<file path="src/design/bsil_pkg.sv">
// Shared types, codes and helpers of the bounded sorted insertion list
`default_nettype none

package bsil_pkg;

    localparam int CAPACITY_DEF = 64;
    localparam int APB_DATA_W   = 32;
    localparam int PADDR_W      = 3;

    // Opcodes of an input word
    localparam logic OP_INSERT = 1'b0;
    localparam logic OP_FLUSH  = 1'b1;

    // Register index, taken from paddr[2]
    localparam logic REG_DESC_ORDER = 1'b0;

    typedef struct packed {
        logic               op;
        logic [15:0]        item_id;
        logic signed [31:0] sort_key;
    } item_t;

    typedef struct packed {
        logic [15:0]        out_id;
        logic signed [31:0] out_key;
        logic               last;
        logic               empty_res;
    } res_t;

    typedef struct packed {
        logic [15:0]        id;
        logic signed [31:0] key;
    } entry_t;

    // Commands from controller to datapath
    typedef struct packed {
        logic load;
        logic rd_issue;
        logic ins_step;
        logic ins_tail;
        logic emit;
        logic emit_empty;
        logic clear;
    } ctl_cmd_t;

    // Status from datapath to controller
    typedef struct packed {
        logic idx_end;
        logic pend;
        logic full;
        logic empty;
    } dp_status_t;

    // True when the stored key lies strictly beyond the new key
    function automatic logic beyond(input logic signed [31:0] stored,
                                    input logic signed [31:0] fresh,
                                    input logic desc);
        logic res;
        res = desc ? (fresh > stored) : (stored > fresh);
        return res;
    endfunction

endpackage

`default_nettype wire

</file>
<file path="src/design/bounded_sorted_insert_list_core.sv">
// Insert: busy from the accepting edge until the walk has written the list's tail entry.
// Flush: the first result word passes the RAM read register and the result register, then
//   one word per cycle, busy until the walk ends; an empty list gives one word in the next cycle, never busy.
// Full-list inserts drop in the accepting cycle; other inserts and flushes of a non-empty
//   list walk the list once through its single read port, and the block stays busy meanwhile.
// Reset clears the entry count, the order register and the controller; results cannot stall.
`default_nettype none

module bounded_sorted_insert_list_core #(
    parameter int CAPACITY = bsil_pkg::CAPACITY_DEF
) (
    input  wire logic                              clk,
    input  wire logic                              rst_n,
    input  wire logic                              start,
    output logic                                   busy,
    input  wire bsil_pkg::item_t                   cmd,
    output logic                                   res_valid,
    output bsil_pkg::res_t                         res,
    input  wire logic                              psel,
    input  wire logic                              penable,
    input  wire logic                              pwrite,
    input  wire logic [bsil_pkg::PADDR_W-1:0]      paddr,
    input  wire logic [bsil_pkg::APB_DATA_W-1:0]   pwdata,
    output logic      [bsil_pkg::APB_DATA_W-1:0]   prdata,
    output logic                                   pready
);

    logic                 desc_order_reg;
    logic                 desc_order_next;
    logic                 reg_sel;
    bsil_pkg::ctl_cmd_t   ctl_cmd;
    bsil_pkg::dp_status_t dp_status;

    // Register write decode
    assign reg_sel = (paddr[2] == bsil_pkg::REG_DESC_ORDER);

    always_comb
    begin
        desc_order_next = desc_order_reg;
        if (psel && penable && pwrite && reg_sel)
        begin
            desc_order_next = pwdata[0];
        end
    end

    always_ff @(posedge clk or negedge rst_n)
    begin
        if (!rst_n)
        begin
            desc_order_reg <= 1'b0;
        end
        else
        begin
            desc_order_reg <= desc_order_next;
        end
    end

    assign prdata = reg_sel ? {{(bsil_pkg::APB_DATA_W-1){1'b0}}, desc_order_reg} : '0;
    assign pready = 1'b1;

    bsil_ctrl u_ctrl (
        .clk    (clk),
        .rst_n  (rst_n),
        .start  (start),
        .op     (cmd.op),
        .status (dp_status),
        .cmd    (ctl_cmd),
        .busy   (busy)
    );

    bsil_dp #(
        .CAPACITY (CAPACITY)
    ) u_dp (
        .clk        (clk),
        .rst_n      (rst_n),
        .item       (cmd),
        .desc_order (desc_order_reg),
        .cmd        (ctl_cmd),
        .status     (dp_status),
        .res_valid  (res_valid),
        .res        (res)
    );

endmodule

`default_nettype wire

</file>
<file path="src/design/bsil_ram.sv">
// Generic simple dual-port RAM with registered read
`default_nettype none

module bsil_ram #(
    parameter int WIDTH = 48,
    parameter int DEPTH = 64
) (
    input  wire logic                     clk,
    input  wire logic                     we,
    input  wire logic [$clog2(DEPTH)-1:0] waddr,
    input  wire logic [WIDTH-1:0]         wdata,
    input  wire logic [$clog2(DEPTH)-1:0] raddr,
    output logic      [WIDTH-1:0]         rdata
);

    logic [WIDTH-1:0] mem_reg [DEPTH];
    logic [WIDTH-1:0] rdata_reg;

    // Write one word, read one word
    always_ff @(posedge clk)
    begin
        if (we)
        begin
            mem_reg[waddr] <= wdata;
        end
        rdata_reg <= mem_reg[raddr];
    end

    assign rdata = rdata_reg;

endmodule

`default_nettype wire

</file>
<file path="src/design/bsil_ctrl.sv">
// Controller state machine: sequences insert walks and flush walks
`default_nettype none

module bsil_ctrl (
    input  wire logic                clk,
    input  wire logic                rst_n,
    input  wire logic                start,
    input  wire logic                op,
    input  wire bsil_pkg::dp_status_t status,
    output bsil_pkg::ctl_cmd_t       cmd,
    output logic                     busy
);

    localparam logic [1:0] S_IDLE  = 2'd0;
    localparam logic [1:0] S_INS   = 2'd1;
    localparam logic [1:0] S_FLUSH = 2'd2;

    logic [1:0] state_reg;
    logic [1:0] state_next;

    // Decode state and status into datapath commands
    always_comb
    begin
        cmd        = '0;
        state_next = state_reg;
        unique case (state_reg)
            S_IDLE:
            begin
                if (start)
                begin
                    if (op == bsil_pkg::OP_INSERT)
                    begin
                        // Drop inserts into a full list
                        if (!status.full)
                        begin
                            cmd.load   = 1'b1;
                            state_next = S_INS;
                        end
                    end
                    else if (status.empty)
                    begin
                        cmd.emit_empty = 1'b1;
                    end
                    else
                    begin
                        cmd.load   = 1'b1;
                        state_next = S_FLUSH;
                    end
                end
            end
            S_INS:
            begin
                cmd.rd_issue = !status.idx_end;
                cmd.ins_step = status.pend;
                if (status.idx_end && !status.pend)
                begin
                    cmd.ins_tail = 1'b1;
                    state_next   = S_IDLE;
                end
            end
            S_FLUSH:
            begin
                cmd.rd_issue = !status.idx_end;
                cmd.emit     = status.pend;
                if (status.idx_end && !status.pend)
                begin
                    cmd.clear  = 1'b1;
                    state_next = S_IDLE;
                end
            end
            default:
            begin
                state_next = S_IDLE;
            end
        endcase
    end

    // Advance state
    always_ff @(posedge clk or negedge rst_n)
    begin
        if (!rst_n)
        begin
            state_reg <= S_IDLE;
        end
        else
        begin
            state_reg <= state_next;
        end
    end

    assign busy = (state_reg != S_IDLE);

endmodule

`default_nettype wire

</file>
<file path="src/design/bsil_dp.sv">
// Datapath: entry memory, walk index, insert carry and result register
`default_nettype none

module bsil_dp #(
    parameter int CAPACITY = bsil_pkg::CAPACITY_DEF
) (
    input  wire logic                 clk,
    input  wire logic                 rst_n,
    input  wire bsil_pkg::item_t      item,
    input  wire logic                 desc_order,
    input  wire bsil_pkg::ctl_cmd_t   cmd,
    output bsil_pkg::dp_status_t      status,
    output logic                      res_valid,
    output bsil_pkg::res_t            res
);

    localparam int CNT_W  = $clog2(CAPACITY + 1);
    localparam int ADDR_W = $clog2(CAPACITY);

    logic [CNT_W-1:0]     count_reg, count_next;
    logic [CNT_W-1:0]     idx_reg, idx_next;
    logic [CNT_W-1:0]     prev_idx;
    logic                 pend_reg;
    logic                 ins_reg, ins_next;
    bsil_pkg::entry_t     new_reg, new_next;
    bsil_pkg::entry_t     carry_reg, carry_next;
    bsil_pkg::res_t       res_reg, res_next;
    logic                 res_valid_reg;
    bsil_pkg::entry_t     rd_entry;
    bsil_pkg::entry_t     wr_entry;
    logic                 we;
    logic [ADDR_W-1:0]    waddr;
    logic                 hit;

    bsil_ram #(
        .WIDTH ($bits(bsil_pkg::entry_t)),
        .DEPTH (CAPACITY)
    ) u_ram (
        .clk   (clk),
        .we    (we),
        .waddr (waddr),
        .wdata (wr_entry),
        .raddr (idx_reg[ADDR_W-1:0]),
        .rdata (rd_entry)
    );

    // Entry now in rdata was read at the previous index
    assign prev_idx = idx_reg - CNT_W'(1);
    assign hit      = !ins_reg && bsil_pkg::beyond(rd_entry.key, new_reg.key, desc_order);

    // Walk the list: on insert place the new word, then ripple each entry one slot up; on flush emit each entry
    always_comb
    begin
        idx_next   = idx_reg;
        count_next = count_reg;
        ins_next   = ins_reg;
        new_next   = new_reg;
        carry_next = carry_reg;
        res_next   = res_reg;
        we         = 1'b0;
        waddr      = prev_idx[ADDR_W-1:0];
        wr_entry   = new_reg;

        if (cmd.load)
        begin
            idx_next     = '0;
            ins_next     = 1'b0;
            new_next.id  = item.item_id;
            new_next.key = item.sort_key;
        end
        if (cmd.rd_issue)
        begin
            idx_next = idx_reg + CNT_W'(1);
        end
        if (cmd.ins_step)
        begin
            if (hit)
            begin
                we         = 1'b1;
                wr_entry   = new_reg;
                ins_next   = 1'b1;
                carry_next = rd_entry;
            end
            else if (ins_reg)
            begin
                we         = 1'b1;
                wr_entry   = carry_reg;
                carry_next = rd_entry;
            end
        end
        if (cmd.ins_tail)
        begin
            we         = 1'b1;
            waddr      = count_reg[ADDR_W-1:0];
            wr_entry   = ins_reg ? carry_reg : new_reg;
            count_next = count_reg + CNT_W'(1);
        end
        if (cmd.emit)
        begin
            res_next.out_id    = rd_entry.id;
            res_next.out_key   = rd_entry.key;
            res_next.last      = status.idx_end;
            res_next.empty_res = 1'b0;
        end
        if (cmd.emit_empty)
        begin
            res_next           = '0;
            res_next.empty_res = 1'b1;
        end
        if (cmd.clear || cmd.emit_empty)
        begin
            count_next = '0;
        end
    end

    // Hold control state
    always_ff @(posedge clk or negedge rst_n)
    begin
        if (!rst_n)
        begin
            count_reg     <= '0;
            idx_reg       <= '0;
            pend_reg      <= 1'b0;
            ins_reg       <= 1'b0;
            res_valid_reg <= 1'b0;
        end
        else
        begin
            count_reg     <= count_next;
            idx_reg       <= idx_next;
            pend_reg      <= cmd.rd_issue;
            ins_reg       <= ins_next;
            res_valid_reg <= cmd.emit || cmd.emit_empty;
        end
    end

    // Hold payload
    always_ff @(posedge clk)
    begin
        new_reg   <= new_next;
        carry_reg <= carry_next;
        res_reg   <= res_next;
    end

    assign status.idx_end = (idx_reg == count_reg);
    assign status.pend    = pend_reg;
    assign status.full    = (count_reg == CNT_W'(CAPACITY));
    assign status.empty   = (count_reg == '0);
    assign res_valid      = res_valid_reg;
    assign res            = res_reg;

endmodule

`default_nettype wire

</file>
<file path="config.mk">
export PLATFORM = sky130hd
export DESIGN_NAME = bounded_sorted_insert_list_core
export DESIGN_NICKNAME = d
export VERILOG_FILES = /design/src/design/bsil_pkg.sv /design/src/design/bounded_sorted_insert_list_core.sv /design/src/design/bsil_ram.sv /design/src/design/bsil_ctrl.sv /design/src/design/bsil_dp.sv
export SDC_FILE = /design/constraint.sdc
export NUM_CORES = 2
export LEC_CHECK = 0
export ABC_AREA = 1
export BUFFER_PORTS_ARGS = -buffer_cell sky130_fd_sc_hd__buf_4
export CORE_MARGIN = 1
export CORE_UTILIZATION = 60
export DETAILED_ROUTE_END_ITERATION = 8
export PLACE_DENSITY_LB_ADDON = 0.1
export SLEW_MARGIN = 5
export SYNTH_ARGS = -nofsm -noshare
export SYNTH_HDL_FRONTEND = slang
export SYNTH_HIERARCHICAL = 1
export SYNTH_SLANG_ARGS = --single-unit
</file>
<file path="constraint.sdc">
create_clock -name clk -period 8.72 [get_ports clk]
set_input_delay 0 -clock clk [delete_from_list [all_inputs] [get_ports clk]]
set_output_delay 0 -clock clk [all_outputs]
set_load 0.005 [all_outputs]
</file>
==> summary.md <==
| Metric | Value |
|---|---|
| Slew Viols, Final | 0 |
| First DRT Iteration DRCs | 11,300 |
| Global-route wire length before repair | 537,000 µm |
| Critical path's top delay family | simple AND/OR/NAND/NOR gates |
| Total congestion overflow | 0 |
| Post-synthesis mux area share | 0.145% |
| WS Path Type | flop to flop |
| Vias in the first global route | 83,500 |
| Post-Synthesis Cells | 10,900 |
| Die height | 471 µm |
| Final setup violation count | 0 |
| CTS root buf | clkbuf_16 |
| FF-to-FF setup slack | 1930 ps |
| Total CTS buffers | 341 |
| Final cell count without fillers | 14,100 |
| Relative slew slack | 15.3% |
| Hold Slack | 135 ps |
| Drt pass-1 iters | 8 |
| Vias per Instance | 6.25 |
| Setup crit end | u_dp/u_ram/mem_reg[10][33] |
| CP max FO | 26 |
| Antenna violations before repair | 10 |
| Worst IR drop on VDD | 0.335 mV |
| Die Wd | 471 µm |
| Max reg flops | 3,072 |
| Total power | 0.0463 W |
| Adder-cell share of the synthesized area | 0.379% |
| Placed cells | 13,400 |
| CTS tree | built |
| Status | finished, final reports clean |
| R2R Path End | u_dp/u_ram/mem_reg[10][33] |
| CP max-delay cell | nor2_4 |
| Synth warn | 6 |
| Fin crit share | 77.8% |
| RePlAce Congestion | 0.886 |
| Top-area cell type share of the netlist area | 72.1% |
| Clk_skew | 93.3 ps |
| R2R cell count | 11 |
| Synth area leader | edfxtp_1 |
| Synth Area in XOR/XNOR | 0.0464% |
| Netlist cell types | 44 |
| Simple-Gate Fraction of Synth Area | 21.4% |
| CP Data Required Time | 9310 ps |
| Die area | 222,000 µm² |
| Register Area | 97,600 µm² |
| DRC Markers | 0 |
| Largest family of logic cells by synthesized area | simple AND/OR/NAND/NOR gates |
| Worst r2r src | u_dp/idx_reg[4] |
| Top cells by count, synth | nand2_1 (3,435), edfxtp_1 (3,168), nand3_1 (2,921), buf_2 (375), inv_1 (138) |
| Starting Density | 60.6% |
| Ports | 175 |
| Async S/R FF share, synth | 0.609% |
| Final TNS setup | 0 ps |
| Largest net degree at the start of global routing | 211 |
| Crit. Startpoint | u_dp/idx_reg[4] |
| Clk buf depth | 4 |
| WL final | 367,000 µm |
| IO Port Bufs | 109 |
| Most common flop cell mapped by yosys | edfxtp_1 |
| Core area | 218,000 µm² |
| Worst path depth | 11 |
| Max frequency | 0.147 GHz |
| H-tree levels | 5 |
| Largest cells by area after synthesis | edfxtp_1 (72%), nand3_1 (11%), nand2_1 (9.8%), dfxtp_1 (1.5%), buf_2 (1.4%) |
| Pwr dens | 315 nW/µm² |
| P_leak | 52.3 nW |
| Final Hold Fails | 0 |
| CTS clk-pin slew, worst paths | 60 ps |
| Layout cell share with drive strength beyond 1 | 8.33% |
| Area taken by multi-input logic gates | 30,700 µm² |
| Area grow syn2layout | 11.2% |
| Top-count cell post-synth | nand2_1 |
| Slowest Stage Delay on Critical Path | 1330 ps |
| Gr usage total | 32.8% |
| Fillers | 15,300 |
| Mapped cell area | 132,000 µm² |
| Crit path DAT | 7380 ps |
| NumNets Final | 11,100 |
| Final WS setup | 1930 ps |
| Post-synthesis compound-gate area fraction | 0.535% |
| Crit start category | flop |
| Via count | 87,900 |
| Yosys reg bits | 3,286 |
| Clock sinks | 3,286 |
| Register area share after synthesis | 73.9% |
| Crit end category | flop |
| Worst min-delay path class | input pin to asynchronous set/reset pin |
| ANT nets after route | 0 |
| MaxCap Viol Count | 0 |
| Number of flops mapped to enable cells by yosys | 3,168 |
| Synthesized area per cell | 12.1 µm² |
| Crit path cell chain | inv_1, nor2_1, nor4_1, and3_1, nand2_1, nor2_1, o21ai_0, inv_1, nand4_1, nor2_4, buf_4 |
| WL/cell | 26.1 µm |
| Row Count | 171 |
| Place WS | 2220 ps |
| Slew @ Worst Pin | 1270 ps |
| Critical path buffer and inverter count | 3 |
| Post-layout min period | 6790 ps |
| DPL Wire Length | 190,000 µm |
| Postcts setup bufs | 0 |
| RSZ-0062 raised after global routing | no |
| Clk_lat worst skew | 970 ps |
layout make-up:
cell class	count	area share, %
antenna	5	0.00852
clock buffer	434	6.30
clock inverter	161	0.932
inverter	144	0.398
multi-input combinational	6747	20.9
sequential	3286	66.5
tap	2854	2.43
timing repair buffer	436	2.57
where the power goes:
part	switching (W)	leakage (nW)	internal [W]
registers	0.000484	29.6	0.0185
logic	0.00986	17.6	0.00343
clock network	0.00584	5.22	0.00817
tightest hold or removal path, stage by stage:
cell and delay, ps:
dlygate4sd3_1 530, dlygate4sd3_1 550, buf_4 160, buf_12 210
logic make-up after synthesis:
kind of cell / Yosys count
fa+ha+maj: 40
simple gates: 6517
flops: 3286
mux: 17
compound gates: 134
xor+xnor: 7
buf+inv: 876
other cells: 2
through the flow:
stage / cell area (µm²) / utilization (%)
global placement: 135000 / 62.0
floorplan: 132000 / -
finish: 147000 / 67.4
global route: 147000 / 67.4
CTS: 147000 / 67.4
detailed placement: 135000 / 62.0
layer usage:
layer  wire length [µm]  global-route usage, %
met1             143000                   46.0
met2             171000                   51.5
met3              40700                   6.47
met4              12500                   11.5
met5                 12                      0
how the worst min path moves through the flow:
stage,endpoint,cells after the start,from
global placement,desc_order_reg,1,rst_n
CTS,u_dp/count_reg[1],4,rst_n
finish,u_dp/count_reg[1],4,rst_n
detailed placement,desc_order_reg,1,rst_n
floorplan,desc_order_reg,0,rst_n
global route,u_dp/count_reg[2],4,rst_n
cell usage in the layout, fill, tap and decap left out, types with 3 or more instances in the layout:
| cell | n |
|---|---|
| nand2_1 | 3435 |
| edfxtp_1 | 3168 |
| nand3_1 | 2921 |
| clkbuf_16 | 352 |
| buf_4 | 309 |
| inv_1 | 133 |
| dlygate4sd3_1 | 109 |
| dfxtp_1 | 98 |
| clkbuf_1 | 68 |
| clkinv_1 | 66 |
| clkinv_2 | 60 |
| nor2_1 | 57 |
| nor2_4 | 56 |
| o21ai_0 | 54 |
| ha_1 | 40 |
| conb_1 | 32 |
| a21oi_4 | 31 |
| bufinv_16 | 24 |
| a21oi_1 | 24 |
| buf_12 | 18 |
| mux2_2 | 16 |
| clkbuf_8 | 14 |
| dfrtp_1 | 14 |
| nand4_1 | 13 |
| o21ai_1 | 9 |
| nor4_2 | 9 |
| nor3_1 | 8 |
| clkinvlp_4 | 7 |
| nand2_2 | 6 |
| xor2_1 | 6 |
| diode_2 | 5 |
| inv_2 | 5 |
| dfrtp_4 | 5 |
| inv_6 | 4 |
| nand3_2 | 4 |
| nor2_2 | 3 |
| inv_8 | 3 |
repair_timing:
item | CTS | global route
setup endpoints to repair | 0 | 0
hold buffers | 110 | 0
endpoints found under the hold margin | 80 | 0
gates resized for setup | 0 | 0
(Power assumes the default switching activity.)
